## src/hw/rtl/sfms_pkg.sv

```systemverilog
// ============================================================================
// Substring search package
// Types, widths, register indexes and pattern helpers of the search unit.
// ============================================================================
package sfms_pkg;

    localparam int BYTE_W        = 8;
    localparam int CFG_W         = 64;
    localparam int CFG_IDX_W     = 2;
    localparam int LEN_W         = 5;
    localparam int MPOS_W        = 16;
    localparam int PATTERN_BYTES = 16;
    localparam int PATTERN_W     = PATTERN_BYTES * BYTE_W;
    localparam int QUEUE_DEPTH   = 2;

    // Configuration register indexes
    typedef enum logic [CFG_IDX_W-1:0] {
        CFG_PATTERN_LOW  = 2'd0,
        CFG_PATTERN_HIGH = 2'd1,
        CFG_PATTERN_LEN  = 2'd2,
        CFG_SEARCH_START = 2'd3
    } t_sfms_cfg_index;

    // Input request
    typedef struct packed {
        logic [BYTE_W-1:0] text_byte;
        logic              last_byte;
    } t_sfms_in;

    // Result request
    typedef struct packed {
        logic              found;
        logic [MPOS_W-1:0] match_position;
        logic              text_too_long;
    } t_sfms_out;

    // Classified byte handed from front to back
    typedef struct packed {
        logic [BYTE_W-1:0] text_byte;
        logic              last_byte;
        logic              beyond_limit;
    } t_sfms_task;

    // Pattern byte k; bytes past the pattern registers read as zero
    function automatic logic [BYTE_W-1:0] pattern_byte(
        input logic [PATTERN_W-1:0] pattern,
        input logic [LEN_W-1:0]     k
    );
        logic [BYTE_W-1:0] b;
        b = '0;
        if (int'(k) < PATTERN_BYTES) begin
            b = pattern[k[3:0]*BYTE_W +: BYTE_W];
        end
        return b;
    endfunction

endpackage

```

## src/hw/rtl/sfms_queue.sv

```systemverilog
// ============================================================================
// Search unit task queue
// Small FIFO that decouples the classifying front from the compare back.
// ============================================================================
module sfms_queue #(
    parameter int DATA_W = 8,
    parameter int DEPTH  = 2
) (
    input  logic              i_clk,
    input  logic              i_rst_n,
    input  logic              i_push,
    input  logic [DATA_W-1:0] i_data,
    output logic              o_full,
    input  logic              i_pop,
    output logic              o_valid,
    output logic [DATA_W-1:0] o_data
);
    localparam int PTR_W = (DEPTH > 1) ? $clog2(DEPTH) : 1;
    localparam int CNT_W = $clog2(DEPTH + 1);

    logic [DATA_W-1:0] r_slot [DEPTH];
    logic [PTR_W-1:0]  r_wr_ptr, r_rd_ptr, n_wr_ptr, n_rd_ptr;
    logic [CNT_W-1:0]  r_count;
    logic              w_push, w_pop;

    assign o_full  = (r_count == CNT_W'(DEPTH));
    assign o_valid = (r_count != '0);
    assign o_data  = r_slot[r_rd_ptr];
    assign w_push  = i_push && !o_full;
    assign w_pop   = i_pop && o_valid;

    // Advance pointers with wrap
    always_comb begin
        n_wr_ptr = (r_wr_ptr == PTR_W'(DEPTH - 1)) ? '0 : r_wr_ptr + 1'b1;
        n_rd_ptr = (r_rd_ptr == PTR_W'(DEPTH - 1)) ? '0 : r_rd_ptr + 1'b1;
    end

    // Track fill and pointers
    always_ff @(posedge i_clk) begin
        if (!i_rst_n) begin
            r_wr_ptr <= '0;
            r_rd_ptr <= '0;
            r_count  <= '0;
        end else begin
            if (w_push) begin
                r_wr_ptr <= n_wr_ptr;
            end
            if (w_pop) begin
                r_rd_ptr <= n_rd_ptr;
            end
            if (w_push && !w_pop) begin
                r_count <= r_count + 1'b1;
            end else if (w_pop && !w_push) begin
                r_count <= r_count - 1'b1;
            end
        end
    end

    // Store entries
    always_ff @(posedge i_clk) begin
        if (w_push) begin
            r_slot[r_wr_ptr] <= i_data;
        end
    end

endmodule

```

## src/hw/rtl/sfms_front.sv

```systemverilog
// ============================================================================
// Search unit front end
// Accepts text bytes, numbers them and marks bytes past the position limit.
// ============================================================================
module sfms_front #(
    parameter int TEXT_POSITIONS = 65536,
    parameter int POS_W          = 17
) (
    input  logic                  i_clk,
    input  logic                  i_rst_n,
    input  logic                  i_in_valid,
    output logic                  o_in_stall,
    input  sfms_pkg::t_sfms_in    i_in_data,
    input  logic                  i_queue_full,
    output logic                  o_push,
    output sfms_pkg::t_sfms_task  o_task,
    output logic [POS_W-1:0]      o_end_pos
);
    import sfms_pkg::*;

    logic [POS_W-1:0] r_pos, n_pos;
    logic             w_accept, w_in_range;

    assign o_in_stall = i_queue_full;
    assign w_accept   = i_in_valid && !i_queue_full;
    assign o_push     = w_accept;
    assign w_in_range = (r_pos < POS_W'(TEXT_POSITIONS));

    // Classify the byte and give its end position
    always_comb begin
        o_task.text_byte    = i_in_data.text_byte;
        o_task.last_byte    = i_in_data.last_byte;
        o_task.beyond_limit = !w_in_range;
        o_end_pos           = r_pos + 1'b1;
    end

    // Count stored bytes; restart at the end of a text
    always_comb begin
        n_pos = r_pos;
        if (w_accept) begin
            if (i_in_data.last_byte) begin
                n_pos = '0;
            end else if (w_in_range) begin
                n_pos = r_pos + 1'b1;
            end
        end
    end

    always_ff @(posedge i_clk) begin
        if (!i_rst_n) begin
            r_pos <= '0;
        end else begin
            r_pos <= n_pos;
        end
    end

endmodule

```

## src/hw/rtl/sfms_back.sv

```systemverilog
// ============================================================================
// Search unit back end
// Shifts bytes into the window, compares the pattern, latches the first match
// and holds the result in an output register.
// ============================================================================
module sfms_back #(
    parameter int PATTERN_MAX = 16,
    parameter int POS_W       = 17
) (
    input  logic                              i_clk,
    input  logic                              i_rst_n,
    input  logic                              i_queue_valid,
    input  sfms_pkg::t_sfms_task              i_task,
    input  logic [POS_W-1:0]                  i_end_pos,
    output logic                              o_pop,
    input  logic [sfms_pkg::PATTERN_W-1:0]    i_pattern,
    input  logic [sfms_pkg::LEN_W-1:0]        i_len,
    input  logic [sfms_pkg::MPOS_W-1:0]       i_search_start,
    output logic                              o_out_valid,
    input  logic                              i_out_stall,
    output sfms_pkg::t_sfms_out               o_out_data
);
    import sfms_pkg::*;

    localparam int CMP_W = (POS_W > MPOS_W) ? POS_W : MPOS_W;

    logic [BYTE_W-1:0] r_window [PATTERN_MAX];
    logic [BYTE_W-1:0] w_shift  [PATTERN_MAX];
    logic [PATTERN_MAX-1:0] w_lane_ok;
    logic              r_latched, n_latched;
    logic [MPOS_W-1:0] r_first, n_first;
    logic              r_overflow, n_overflow;
    logic              r_out_valid;
    t_sfms_out         r_out_data, n_out_data;
    logic              w_out_free, w_pop, w_hit;
    logic [POS_W-1:0]  w_start;
    logic [CMP_W-1:0]  w_start_ext;

    assign w_out_free  = !r_out_valid || !i_out_stall;
    assign w_pop       = i_queue_valid && (!i_task.last_byte || w_out_free);
    assign o_pop       = w_pop;
    assign o_out_valid = r_out_valid;
    assign o_out_data  = r_out_data;

    // Compare each window lane with its pattern byte
    for (genvar j = 0; j < PATTERN_MAX; j++) begin : g_lane
        logic [LEN_W-1:0] w_k;
        if (j == 0) begin : g_head
            assign w_shift[j] = i_task.text_byte;
        end else begin : g_tail
            assign w_shift[j] = r_window[j-1];
        end
        assign w_k          = LEN_W'(int'(i_len) - 1 - j);
        assign w_lane_ok[j] = (int'(i_len) <= j) ||
                              (w_shift[j] == pattern_byte(i_pattern, w_k));
    end

    // Check start position and pattern hit for this byte
    assign w_start     = i_end_pos - POS_W'(i_len);
    assign w_start_ext = CMP_W'(w_start);
    assign w_hit = w_pop && !i_task.beyond_limit && !r_latched &&
                   (i_end_pos >= POS_W'(i_len)) &&
                   (w_start_ext >= CMP_W'(i_search_start)) && (&w_lane_ok);

    // Merge this byte into the per-text state and form the result
    always_comb begin
        n_latched  = r_latched || w_hit;
        n_first    = w_hit ? MPOS_W'(w_start_ext) : r_first;
        n_overflow = r_overflow || (w_pop && i_task.beyond_limit);
        n_out_data.found          = n_latched;
        n_out_data.match_position = n_latched ? n_first : '0;
        n_out_data.text_too_long  = n_overflow;
    end

    // Update text state; clear it after the last byte
    always_ff @(posedge i_clk) begin
        if (!i_rst_n) begin
            r_latched  <= 1'b0;
            r_first    <= '0;
            r_overflow <= 1'b0;
            for (int i = 0; i < PATTERN_MAX; i++) begin
                r_window[i] <= '0;
            end
        end else if (w_pop) begin
            if (i_task.last_byte) begin
                r_latched  <= 1'b0;
                r_first    <= '0;
                r_overflow <= 1'b0;
                for (int i = 0; i < PATTERN_MAX; i++) begin
                    r_window[i] <= '0;
                end
            end else begin
                r_latched  <= n_latched;
                r_first    <= n_first;
                r_overflow <= n_overflow;
                if (!i_task.beyond_limit) begin
                    for (int i = 0; i < PATTERN_MAX; i++) begin
                        r_window[i] <= w_shift[i];
                    end
                end
            end
        end
    end

    // Hold the result until taken
    always_ff @(posedge i_clk) begin
        if (!i_rst_n) begin
            r_out_valid <= 1'b0;
        end else if (w_pop && i_task.last_byte) begin
            r_out_valid <= 1'b1;
        end else if (!i_out_stall) begin
            r_out_valid <= 1'b0;
        end
    end

    always_ff @(posedge i_clk) begin
        if (w_pop && i_task.last_byte) begin
            r_out_data <= n_out_data;
        end
    end

endmodule

```

## src/hw/rtl/substring_first_match_search_unit.sv

```systemverilog
// ============================================================================
// Substring first-match search unit
// Streams a text one byte per request and reports where a configured pattern
// first occurs at or after a configured start position.
// ============================================================================
// The unit takes one text byte every cycle while the queue is not full, and
// returns one result request for the byte marked last. A byte passes an input
// counter in the front, waits in a two-entry queue, and is shifted into a
// window of PATTERN_MAX bytes in the back, where the whole pattern is compared
// against the window combinationally; that window compare sets the rate.
// The result is held in an output register that is written when the back
// pops the last byte. Stalls on the result side stop only the back after a
// last byte; the queue then fills and the input stalls. The user must write
// configuration only while no text is in flight; the unit does not enforce it.
module substring_first_match_search_unit #(
    parameter int PATTERN_MAX    = 16,
    parameter int TEXT_POSITIONS = 65536
) (
    input  logic                             i_clk,
    input  logic                             i_rst_n,
    input  logic                             i_in_valid,
    output logic                             o_in_stall,
    input  sfms_pkg::t_sfms_in               i_in_data,
    output logic                             o_out_valid,
    input  logic                             i_out_stall,
    output sfms_pkg::t_sfms_out              o_out_data,
    input  logic                             i_cfg_we,
    input  logic [sfms_pkg::CFG_IDX_W-1:0]   i_cfg_index,
    input  logic [sfms_pkg::CFG_W-1:0]       i_cfg_data
);
    import sfms_pkg::*;

    localparam int POS_W  = $clog2(TEXT_POSITIONS + 1);
    localparam int TASK_W = $bits(t_sfms_task);
    localparam int ITEM_W = TASK_W + POS_W;

    logic [CFG_W-1:0]  r_pat_low, r_pat_high;
    logic [LEN_W-1:0]  r_len, n_len;
    logic [MPOS_W-1:0] r_search_start;
    logic [LEN_W-1:0]  w_len_raw;

    t_sfms_task        w_front_task, w_back_task;
    logic [POS_W-1:0]  w_front_end, w_back_end;
    logic              w_push, w_queue_full, w_queue_valid, w_pop;
    logic [ITEM_W-1:0] w_queue_out;

    // Clamp the pattern length to 1..PATTERN_MAX on write
    assign w_len_raw = i_cfg_data[LEN_W-1:0];
    always_comb begin
        n_len = w_len_raw;
        if (w_len_raw == '0) begin
            n_len = LEN_W'(1);
        end else if (int'(w_len_raw) > PATTERN_MAX) begin
            n_len = LEN_W'(PATTERN_MAX);
        end
    end

    // Configuration registers
    always_ff @(posedge i_clk) begin
        if (!i_rst_n) begin
            r_pat_low      <= '0;
            r_pat_high     <= '0;
            r_len          <= LEN_W'(1);
            r_search_start <= '0;
        end else if (i_cfg_we) begin
            case (t_sfms_cfg_index'(i_cfg_index))
                CFG_PATTERN_LOW:  begin
                    r_pat_low <= i_cfg_data;
                end
                CFG_PATTERN_HIGH: begin
                    r_pat_high <= i_cfg_data;
                end
                CFG_PATTERN_LEN:  begin
                    r_len <= n_len;
                end
                CFG_SEARCH_START: begin
                    r_search_start <= i_cfg_data[MPOS_W-1:0];
                end
                default: begin
                end
            endcase
        end
    end

    sfms_front #(
        .TEXT_POSITIONS (TEXT_POSITIONS),
        .POS_W          (POS_W)
    ) u_front (
        .i_clk        (i_clk),
        .i_rst_n      (i_rst_n),
        .i_in_valid   (i_in_valid),
        .o_in_stall   (o_in_stall),
        .i_in_data    (i_in_data),
        .i_queue_full (w_queue_full),
        .o_push       (w_push),
        .o_task       (w_front_task),
        .o_end_pos    (w_front_end)
    );

    sfms_queue #(
        .DATA_W (ITEM_W),
        .DEPTH  (QUEUE_DEPTH)
    ) u_queue (
        .i_clk   (i_clk),
        .i_rst_n (i_rst_n),
        .i_push  (w_push),
        .i_data  ({w_front_end, w_front_task}),
        .o_full  (w_queue_full),
        .i_pop   (w_pop),
        .o_valid (w_queue_valid),
        .o_data  (w_queue_out)
    );

    assign w_back_task = t_sfms_task'(w_queue_out[TASK_W-1:0]);
    assign w_back_end  = w_queue_out[ITEM_W-1:TASK_W];

    sfms_back #(
        .PATTERN_MAX (PATTERN_MAX),
        .POS_W       (POS_W)
    ) u_back (
        .i_clk          (i_clk),
        .i_rst_n        (i_rst_n),
        .i_queue_valid  (w_queue_valid),
        .i_task         (w_back_task),
        .i_end_pos      (w_back_end),
        .o_pop          (w_pop),
        .i_pattern      ({r_pat_high, r_pat_low}),
        .i_len          (r_len),
        .i_search_start (r_search_start),
        .o_out_valid    (o_out_valid),
        .i_out_stall    (i_out_stall),
        .o_out_data     (o_out_data)
    );

endmodule

```

## config.mk

```make
export PLATFORM = sky130hd
export DESIGN_NAME = substring_first_match_search_unit
export DESIGN_NICKNAME = d
export VERILOG_FILES = /design/src/hw/rtl/sfms_pkg.sv /design/src/hw/rtl/sfms_queue.sv /design/src/hw/rtl/sfms_front.sv /design/src/hw/rtl/sfms_back.sv /design/src/hw/rtl/substring_first_match_search_unit.sv
export SDC_FILE = /design/constraint.sdc
export NUM_CORES = 1
export LEC_CHECK = 0
export ABC_AREA = 1
export BUFFER_PORTS_ARGS = -buffer_cell sky130_fd_sc_hd__buf_2
export CORE_ASPECT_RATIO = 0.5
export CORE_MARGIN = 1
export CORE_UTILIZATION = 35
export DETAILED_ROUTE_END_ITERATION = 8
export PLACE_DENSITY = 0.55
export SLEW_MARGIN = 5
export SYNTH_ARGS = -nofsm -noshare
export SYNTH_HDL_FRONTEND = slang
export SYNTH_SLANG_ARGS = --single-unit
export TNS_END_PERCENT = 30
```

## constraint.sdc

```tcl
create_clock -name i_clk -period 9.8 [get_ports i_clk]
set_input_delay 0.49 -clock i_clk [delete_from_list [all_inputs] [get_ports i_clk]]
set_output_delay 0.49 -clock i_clk [all_outputs]
set_load 0.03 [all_outputs]
```

======== Yosys cells after proc, flatten, opt, wreduce, memory -nomap -nowiden ========
Memory sizes are Yosys's and may differ from the RTL's. A register that Yosys moved wholly into a read port is not among the register bits.
Cells that the tools add are included.
word-level totals
  bits in registers ....................... 207
  bits in writable memories ............... 182
  output and inout bits ................... 20
  logic and storage cells ................. 273
  memories kept ........................... 2
memories
  memory           depth  width  read ports  clocked after memory_dff  write ports  line              text
  u_back.r_window  16     8      15          0                         16           sfms_back.sv:27   logic [BYTE_W-1:0] r_window [PATTERN_MAX];
  u_queue.r_slot   2      27     1           1                         1            sfms_queue.sv:21  logic [DATA_W-1:0] r_slot [DEPTH];
operators by class
  add/sub/neg operators ................... 22
  magnitude comparators ................... 36
  equality and inequality tests ........... 21
  shift operators ......................... 16
  muxes and demuxes ....................... 76
  bitwise logic cells ..................... 32
  reduce and logical (&&, ||, !) cells .... 53
operator list
  operator                                              count
  variable part select 128 x 8 -> 8 bit                 16
  two-way mux 8 bit                                     48
  equality test 8 bit                                   16
  < comparator 5 bit (second input constant)            16
  <= comparator 5 x 4 -> 1 bit (second input constant)  8
  subtractor 5 bit (second input constant)              8
  two-way mux 17 bit                                    2
  two-way mux 16 bit                                    2
  OR 1 bit                                              32
  <= comparator 5 x 3 -> 1 bit (second input constant)  4
  logical OR 1 bit                                      20
  two-way mux 1 bit                                     20
  subtractor 5 x 4 -> 5 bit (second input constant)     4
  adder 17 x 1 -> 17 bit (second input constant)        1
  greater-or-equal comparator 17 x 16 -> 1 bit          1
  greater-or-equal comparator 17 x 5 -> 1 bit           1
  < comparator 17 bit (second input constant)           1
  subtractor 17 x 5 -> 17 bit                           1
  AND reduction 16 bit                                  1
  logical AND 1 bit                                     13
  <= comparator 5 x 1 -> 1 bit (second input constant)  2
  <= comparator 5 x 2 -> 1 bit (second input constant)  2
  two-way mux 5 bit                                     2
  AND reduction 2 bit                                   5
  15 further kinds                                      30

======== Longest topological paths before layout ========
Gate-level depths: netlist of the first run.
  depth in word-level cells ............... 11
  gate-level depth with buffers ........... 35
  depth with buffers taken out ............ 32

======== Cells and area by module ========
A second synthesis of the first run with hierarchy kept.
second synthesis, totals
  cell total of the unflattened synthesis .. 4049
  area total of the unflattened synthesis .. 26400.3 um^2
modules (own cells, without submodules)
  module                             instances  cells an instance  area an instance (um^2)  seq. area each (um^2)
  sfms_back                          1          2879               16794.9                  4444.3
  substring_first_match_search_unit  1          878                6192.2                   2982.9
  sfms_queue                         1          121                2297.2                   1721.7
  sfms_front                         1          171                1116.1                   340.3

======== Worst setup path after synthesis of the first run ========
Ideal clock, no wire load.
  kind .................................... register -> register
  start point ............................. reg (tool-made name)
  end point ............................... reg u_back.r_out_data (netlist bit u_back.o_out_data[10]), data pin
  arrival ................................. 4.208 ns
  setup slack ............................. 5.335 ns
  cell stages (with the launch flop) ...... 33
  buffers on the path ..................... 4
  period minus slack after synthesis ...... 4.465 ns
  path through ............................ dfxtp_1 -> buf_2 -> buf_2 -> buf_1 -> mux2i_1 -> ha_1 -> fa_1 -> nand3b_1 -> nand2_1 -> nand2_1 -> nand2_1 -> nor2_1 -> nand2_1 -> xor2_1 -> inv_1 -> ha_1 -> a21oi_1 -> nor2_1 -> a211oi_1 -> nand2_1 -> nand2_1 -> nand2_1 -> nand2_1 -> nand2_1 -> nand2_1 -> inv_1 -> nand3_1 -> nor2_2 -> nand4_4 -> inv_2 -> nor2_2 -> buf_2 -> nor2_1
RTL lines
  what                    line              text
  end signal: assignment  sfms_back.sv:118  r_out_data <= n_out_data;
  end: declaration        sfms_back.sv:34   t_sfms_out r_out_data, n_out_data;

======== Final worst setup path of the first run ========
  start point ............................. reg r_len[0]
  end point ............................... reg u_back.r_out_data (netlist bit u_back.o_out_data[6]), data pin
between the ends
  cells in the longest elaborated chain, start to end .. 9
  elaborated cells between the ends (all ways) .. 121
  classes of those cells .................. add/sub: 17; order compare: 34; eq/ne: 16; shift: 16; mux: 17; reduce/logical: 21
ends and longest elaborated chain
  what                                                                                line                                     text
  start: declaration                                                                  substring_first_match_search_unit.sv:38  logic [LEN_W-1:0] r_len, n_len;
  start signal: assignment                                                            substring_first_match_search_unit.sv:74  r_len <= n_len;
  subtractor 5 x 1 -> 5 bit                                                           sfms_back.sv:53                          assign w_k = LEN_W'(int'(i_len) - 1 - j);
  subtractor 5 x 2 -> 5 bit (tied with other cells)                                   sfms_back.sv:53
  variable part select 128 x 8 -> 8 bit / < comparator 5 bit (equally long branches)  sfms_pkg.sv:52, sfms_pkg.sv:51
  two-way mux 8 bit                                                                   sfms_pkg.sv:51                           if (int'(k) < PATTERN_BYTES) begin
  equality test 8 bit                                                                 sfms_back.sv:55                          (w_shift[j] == pattern_byte(i_pattern, w_k));
  logical OR 1 bit                                                                    sfms_back.sv:54                          assign w_lane_ok[j] = (int'(i_len) <= j) ||
  AND reduction 16 bit                                                                sfms_back.sv:63                          (w_start_ext >= CMP_W'(i_search_start)) && (&w_lane_ok);
  logical AND 1 bit                                                                   sfms_back.sv:63
  two-way mux 16 bit / logical OR 1 bit (equally long branches)                       sfms_back.sv:68, sfms_back.sv:67
Several ways; a longest one is shown, not always the timed one.
A chain may end at the register's enable or synchronous reset.

==> metrics.cfg, run 1 <==
[global_route]
grt_pass1_vias=22598
gr-usage-all-layers_pct=28.2
antenna_found_initial=2
grt_overflow=0
grt_max_degree=97
grt_pass1_wl_mm=151

[logic_synthesis]
synth_edf_count=184
synth_top_family_by_area=simple AND/OR/NAND/NOR gates
synth_area_leaders=edfxtp_1 22%, nand2_1 21%, dfxtp_1 16%
syn_area_um2=25200
synthSimpleGateAreaFrac_pct=44.0
synth_xor_area_share_pct=2.00
syn_nets=3983
async_reset_ff_share_pct=0
ys.flop_type=dfxtp_1
ys_seq_area_share_pct=37.7
syn_avg_cell_area_um2=6.52
yosys.area.top_type=edfxtp_1
synth-seq-cells=382
ys_types=48
synth_top_cell_area_share_pct=21.9
synthTopCellsByCount=1431 x nand2_1, 544 x nand3_1, 447 x nor2_1
synthCells=3863
synth_compound_area_share_pct=5.90
ys_warn_count=0
synth_most_common_cell=nand2_1
muxShareOfSynthArea_pct=0.238
synthAdderAreaFrac_pct=2.02

[sta]
report.final.setup_viol=0
hold_viol=0
slew_headroom_pct=31.9
fin_skew_ns=0.0351
worst_slack_ns=2.73
setup_tns_ns=0
period_needed_ns=7.07
period_share_pct=72.1
slew_viol_final=0
clock.fmax_mhz=142
rsz0062_at_grt=no
worst_pin_slew_ns=1.02

[clock_network]
cts_buffer_depth=3
clkSinkCount=382
cts_hold_buffers=0
cts_tree=built
worst_skew_pair.late_latency_ns=0.62
clockRootBuffer=clkbuf_16
cts_buffers=41
cts_resized=0
clk_pin_slew_worst_paths_ns=0.07
htreeDepth=2
cts_setup_buffers=0

[run_status]
status=completed

[place]
portBuffers=99
dp_hpwl_mm=80.1
pre_cts_ws_ns=2.97
place_congestion=1.03

[cells_and_area]
area.growth.synth_to_final_pct=9.17
finalNetCount=3955
fin_util_pct=38.7
drive_above_1_share_pct=7.32

[critical_path]
rrSetupSlack_ns=2.73
cp.arrival_ns=7.40
crit_fanout=61
critical_path_required_ns=10.13
r2r-end=u_back.o_out_data[6]
end_kind=flip-flop
worstRegToRegCells=23
r2r-start=r_len[0]
start_kind=flip-flop
crit_type=flip-flop to flip-flop

[detailed_routing]
wl_per_cell_um=21.7
via_count=25930
drt-initial-drc-count=2957
finalWirelength_mm=105
viasPerCell=5.37
final_antenna_net_count=0
dr.pass1.iters=6
drc=0

[floorplanning]
start_util_pct=35.4
die_x_um=381
die_height_um=192
rows=69
die_area_um2=73100
io_pins=100
core_um2=71100

[power_and_ir_drop]
leakage_nw=12.3
vdd_drop_max_uv=122
cellPowerDensity_nw_per_um2=223

[hold_path]
hold_depth=1
hold_start=i_in_data[2]
hold_end=u_queue.r_slot[0][3]
holdCritPathClass=input pin to flip-flop

[flow_run]
max-cap-violations=0

final cells by class:
| cell class | instances | area (um2) |
|---|---|---|
| Clock inverter | 20 | 226 |
| Sequential cell | 382 | 9490 |
| Inverter | 280 | 1060 |
| Timing Repair Buffer | 126 | 701 |
| Tap cell | 958 | 1200 |
| Antenna cell | 1 | 2.50 |
| Clock buffer | 55 | 1140 |
| Fill cell | 7655 | 43600 |
| Multi-Input combinational cell | 3004 | 13700 |
cells by family (layout without fill, tap and decap cells):
group,after synthesis,count (layout)
compound gates,291,291
xor+xnor,52,52
fa+ha+maj,40,40
buf+inv,477,481
flops,382,382
mux,6,6
other cells,0,1
simple gates,2615,2615
flip-flops by register name, indices dropped and copies added, names as in the netlist, named ones only:
register            flops
u_queue.r_slot         54
u_queue.r_count         2
r_search_start         16
u_back.r_first         16
u_back.r_overflow       1
u_front.r_pos          17
r_pat_high             64
u_back.r_latched        1
u_queue.r_rd_ptr        1
u_back.o_out_valid      1
r_len                   5
u_back.o_out_data      18
u_back.r_window       120
r_pat_low              64
u_queue.r_wr_ptr        1
through the flow:
step	cell area, um2	cells	total power, mW	hold slack [ns]
after floorplan	25200	3863	3.65	0.426
after global placement	26100	4750	4.47	0.432
after detailed placement	26100	4750	4.47	0.443
after CTS	27500	4825	6.11	0.0372
after global routing	27500	4825	6.46	0.0527
final	27500	4826	6.14	0.0703
worst max-delay path, stage by stage, from the launching register on:
cell	delay [ns]
dfxtp_4	0.80
inv_4	0.36
ha_2	0.38
nand2_1	0.10
nand2_2	0.56
ha_1	0.56
buf_4	0.35
clkinv_1	0.91
nand2_1	0.31
nand2_1	0.10
nand2_1	0.08
nand3_1	0.08
nand2_1	0.09
nand2_1	0.06
nor2_1	0.09
nand2_1	0.08
nor2_1	0.63
nor2_1	0.09
nor2_1	0.12
nand3_1	0.13
nor2_4	0.49
nand3_1	0.19
nand2_1	0.11
nor2_1	0.04
cells in the final DEF, fill, tap and decap left out, types with 3 or more instances in the layout:
master and n:
nand2_1 1429, nand3_1 541, nor2_1 444, inv_1 270, dfxtp_1 197, edfxtp_1 184, o21ai_0 176, nand4_1 105
buf_2 98, a21oi_1 97, clkbuf_16 43, ha_1 38, nand2_2 37, xor2_1 35, buf_4 28, nand3_2 18
xnor2_1 12, clkinv_2 11, or2_2 9, nor3_1 9, clkbuf_1 9, nor2_2 7, mux2i_1 6, clkinv_1 6
o21ai_1 5, nor2_4 5, inv_2 4, nand3b_1 3, a211oi_1 3, xor2_2 3, a22oi_1 3, o31ai_1 3
bufinv_16 3
routing by layer:
layer	vias to the layer above	global-route usage [%]	routed length (um)
li1	12454	-	-
met5	-	0	0
met1	12281	42.5	50200
met3	118	7.06	10900
met4	0	7.17	2620
met2	1077	39.2	40900
worst max-delay path by stage:
stage | startpoint | end | slack [ns] | cells after the start
global placement | r_len[0] | u_back.o_out_data[9] | 2.97 | 23
finish | r_len[0] | u_back.o_out_data[6] | 2.73 | 23
CTS | r_len[0] | u_back.o_out_data[12] | 2.93 | 23
detailed placement | r_len[0] | u_back.o_out_data[12] | 2.97 | 22
global route | r_len[0] | u_back.o_out_data[6] | 2.12 | 23
floorplan | flip-flop | u_back.o_out_data[10] | 5.34 | 32
power breakdown:
part,internal [mW],total [mW],switching (mW)
combinational,0.581,2.25,1.67
sequential,2.03,2.25,0.219
clock,0.912,1.64,0.724
total,3.52,6.14,2.61
Power figures use the tool's default switching activity.
==> run 2: changes to the inputs <==
--- a/config.mk
+++ b/config.mk
@@ -11,7 +11,7 @@
 export CORE_MARGIN = 1
 export CORE_UTILIZATION = 35
 export DETAILED_ROUTE_END_ITERATION = 8
-export PLACE_DENSITY = 0.55
+export PLACE_DENSITY = 0.57
 export SLEW_MARGIN = 5
 export SYNTH_ARGS = -nofsm -noshare
 export SYNTH_HDL_FRONTEND = slang
==> constraint.sdc (replaced) <==
create_clock -name i_clk -period 5.9 [get_ports i_clk]
set_input_delay 0.295 -clock i_clk [delete_from_list [all_inputs] [get_ports i_clk]]
set_output_delay 0.295 -clock i_clk [all_outputs]
set_load 0.03 [all_outputs]
==> run 2 against run 1 <==
Against the previous run:
- non-clock buffer count is 71 higher
- die area stayed put
- largest power group is now combinational logic
- sequential power is 66% higher
- register-to-register slack worse by 2.3 ns
- highest routed layer unchanged
- flip-flop and latch count stayed put
- clock skew is 0.0023 ns higher
- critical path type unchanged
- first-iteration DRC count is 15% higher
==> metrics.cfg, run 2 (same netlist as run 1, synthesis figures left out) <==
[floorplanning]
rows=69  ; unchanged
core_um2=71100  ; unchanged
die_area_um2=73100  ; unchanged
die_height_um=192  ; unchanged
start_util_pct=35.4  ; unchanged
io_pins=100  ; unchanged
die_x_um=381  ; unchanged

[clock_network]
cts_hold_buffers=62  ; was 0
cts_tree=built  ; unchanged
clockRootBuffer=clkbuf_16  ; unchanged
cts_buffer_depth=3  ; unchanged
cts_resized=0  ; unchanged
htreeDepth=2  ; unchanged
cts_buffers=41  ; unchanged
cts_setup_buffers=0  ; unchanged
worst_skew_pair.late_latency_ns=0.63  ; was 0.62 ns
clk_pin_slew_worst_paths_ns=0.06  ; was 0.07 ns
clkSinkCount=382  ; unchanged

[global_route]
grt_overflow=0  ; unchanged
grt_max_degree=151  ; was 97
grt_pass1_vias=23467  ; was 22598
grt_pass1_wl_mm=152  ; was 151 mm
antenna_found_initial=1  ; was 2
gr-usage-all-layers_pct=28.1  ; was 28.2%

[sta]
worst_slack_ns=0.389  ; was 2.73 ns
period_share_pct=93.4  ; was 72.1%
rsz0062_at_grt=no  ; unchanged
clock.fmax_mhz=181  ; was 142 MHz
slew_viol_final=0  ; unchanged
slew_headroom_pct=18.1  ; was 31.9%
worst_pin_slew_ns=1.23  ; was 1.02 ns
hold_viol=0  ; unchanged
report.final.setup_viol=0  ; unchanged
fin_skew_ns=0.0374  ; was 0.0351 ns
period_needed_ns=5.51  ; was 7.07 ns
setup_tns_ns=0  ; unchanged

[detailed_routing]
final_antenna_net_count=0  ; unchanged
via_count=26267  ; was 25930
finalWirelength_mm=105  ; about the same
viasPerCell=5.37  ; about the same
drc=0  ; unchanged
wl_per_cell_um=21.4  ; was 21.7 um
drt-initial-drc-count=3394  ; was 2957
dr.pass1.iters=9  ; was 6

[place]
place_congestion=1.07  ; was 1.03
numPlacedInstances=4759  ; was 4750
pre_cts_ws_ns=0.631  ; was 2.97 ns
portBuffers=99  ; unchanged
dp_hpwl_mm=79.9  ; was 80.1 mm

[cells_and_area]
regMostFlops=u_back.r_window  ; unchanged
fin_util_pct=39.7  ; was 38.7%
largest_reg_flops=120  ; unchanged
fin_cells=4895  ; was 4826
final_cell_mix=1429 x nand2_1, 541 x nand3_1, 444 x nor2_1  ; unchanged
layout_commonest_cell=nand2_1  ; unchanged
area.growth.synth_to_final_pct=12.2  ; was 9.17%
reg_top3=u_back.r_window (120), r_pat_high (64), r_pat_low (64)  ; unchanged
finalNetCount=4026  ; was 3955
n_antenna_cell=0  ; was 1
drive_above_1_share_pct=7.47  ; was 7.32%

[critical_path]
critical-path-top-delay-family=simple AND/OR/NAND/NOR gates  ; unchanged
critPathSlowestCell=nand2_1  ; was clkinv_1
start_kind=flip-flop  ; unchanged
critical_path_required_ns=6.22  ; was 10.13 ns
cp.arrival_ns=5.83  ; was 7.40 ns
path_buf_inv=3  ; unchanged
crit_type=flip-flop to flip-flop  ; unchanged
max_stage_delay_ns=0.57  ; was 0.91 ns
crit_top_cell=nand2_1  ; unchanged
end_kind=flip-flop  ; unchanged
crit_fanout=23  ; was 61

[flow_run]
max-cap-violations=0  ; unchanged

[run_status]
status=completed  ; unchanged

[hold_path]
holdCritPathClass=input pin to flip-flop  ; unchanged

[power_and_ir_drop]
vdd_drop_max_uv=226  ; was 122 uV
cellPowerDensity_nw_per_um2=365  ; was 223 nW/um2
leakage_nw=12.6  ; was 12.3 nW

run 2: changes by cell type in the layout (fill, tap and decap cells not counted), moves of 2 or more:
cell | before | now
buf_4 | 28 | 33
inv_6 | 0 | 2
dlygate4sd3_1 | 0 | 62
clkbuf_8 | 2 | 5
buf_12 | 0 | 4
clkinv_2 | 11 | 8
clkinv_1 | 6 | 3
run 2: where the power goes:
part           internal [mW]  switching [mW]
Clock                   1.59            1.20
Sequential              3.37           0.360
Combinational           1.01            2.78
run 2: worst register-to-register path, delay by kind of cell (launching register included):
family | cells | cell delay, ns
and+or+nand+nor | 20 | 3.64
adders and majority gates | 2 | 0.64
DFF | 1 | 0.54
buffers and inverters | 3 | 0.45
run 2: final timing paths:
path	from	end	slack, ns	cells after the start
hold reg to reg	r_search_start[0]	r_search_start[0]	0.46	2
setup reg to reg	r_len[1]	u_back.o_out_data[6]	0.39	25
hold / removal	i_cfg_data[24]	r_pat_low[24]	0.03	3
setup / recovery	r_len[1]	u_back.o_out_data[6]	0.39	25
run 2: cell type report:
class	count	area [um2]
repair buffers	197	1440
fillers	7573	42900
clock buffers	58	1180
inverters	280	1060
flip-flops and latches	382	9490
well taps	958	1200
clock inverters	16	218
multi-input cells	3004	13700
run 2: routing by layer:
layer	up-vias	wire, um	GRT usage, %
met3	140	11400	8.21
met5	-	0	0
met4	0	2860	7.92
li1	12623	-	-
met2	1112	43500	41.9
met1	12392	47100	39.2
run 2: through the flow:
stage	power [mW]	area (um2)	hold WS, ns
3_3_place_gp	7.41	26300	0.438
4_1_cts	10.3	28300	0.00507
6_report	10.3	28300	0.0279
3_5_place_dp	7.44	26300	0.443
2_1_floorplan	6.06	25200	0.394
5_1_grt	10.8	28300	0.0284
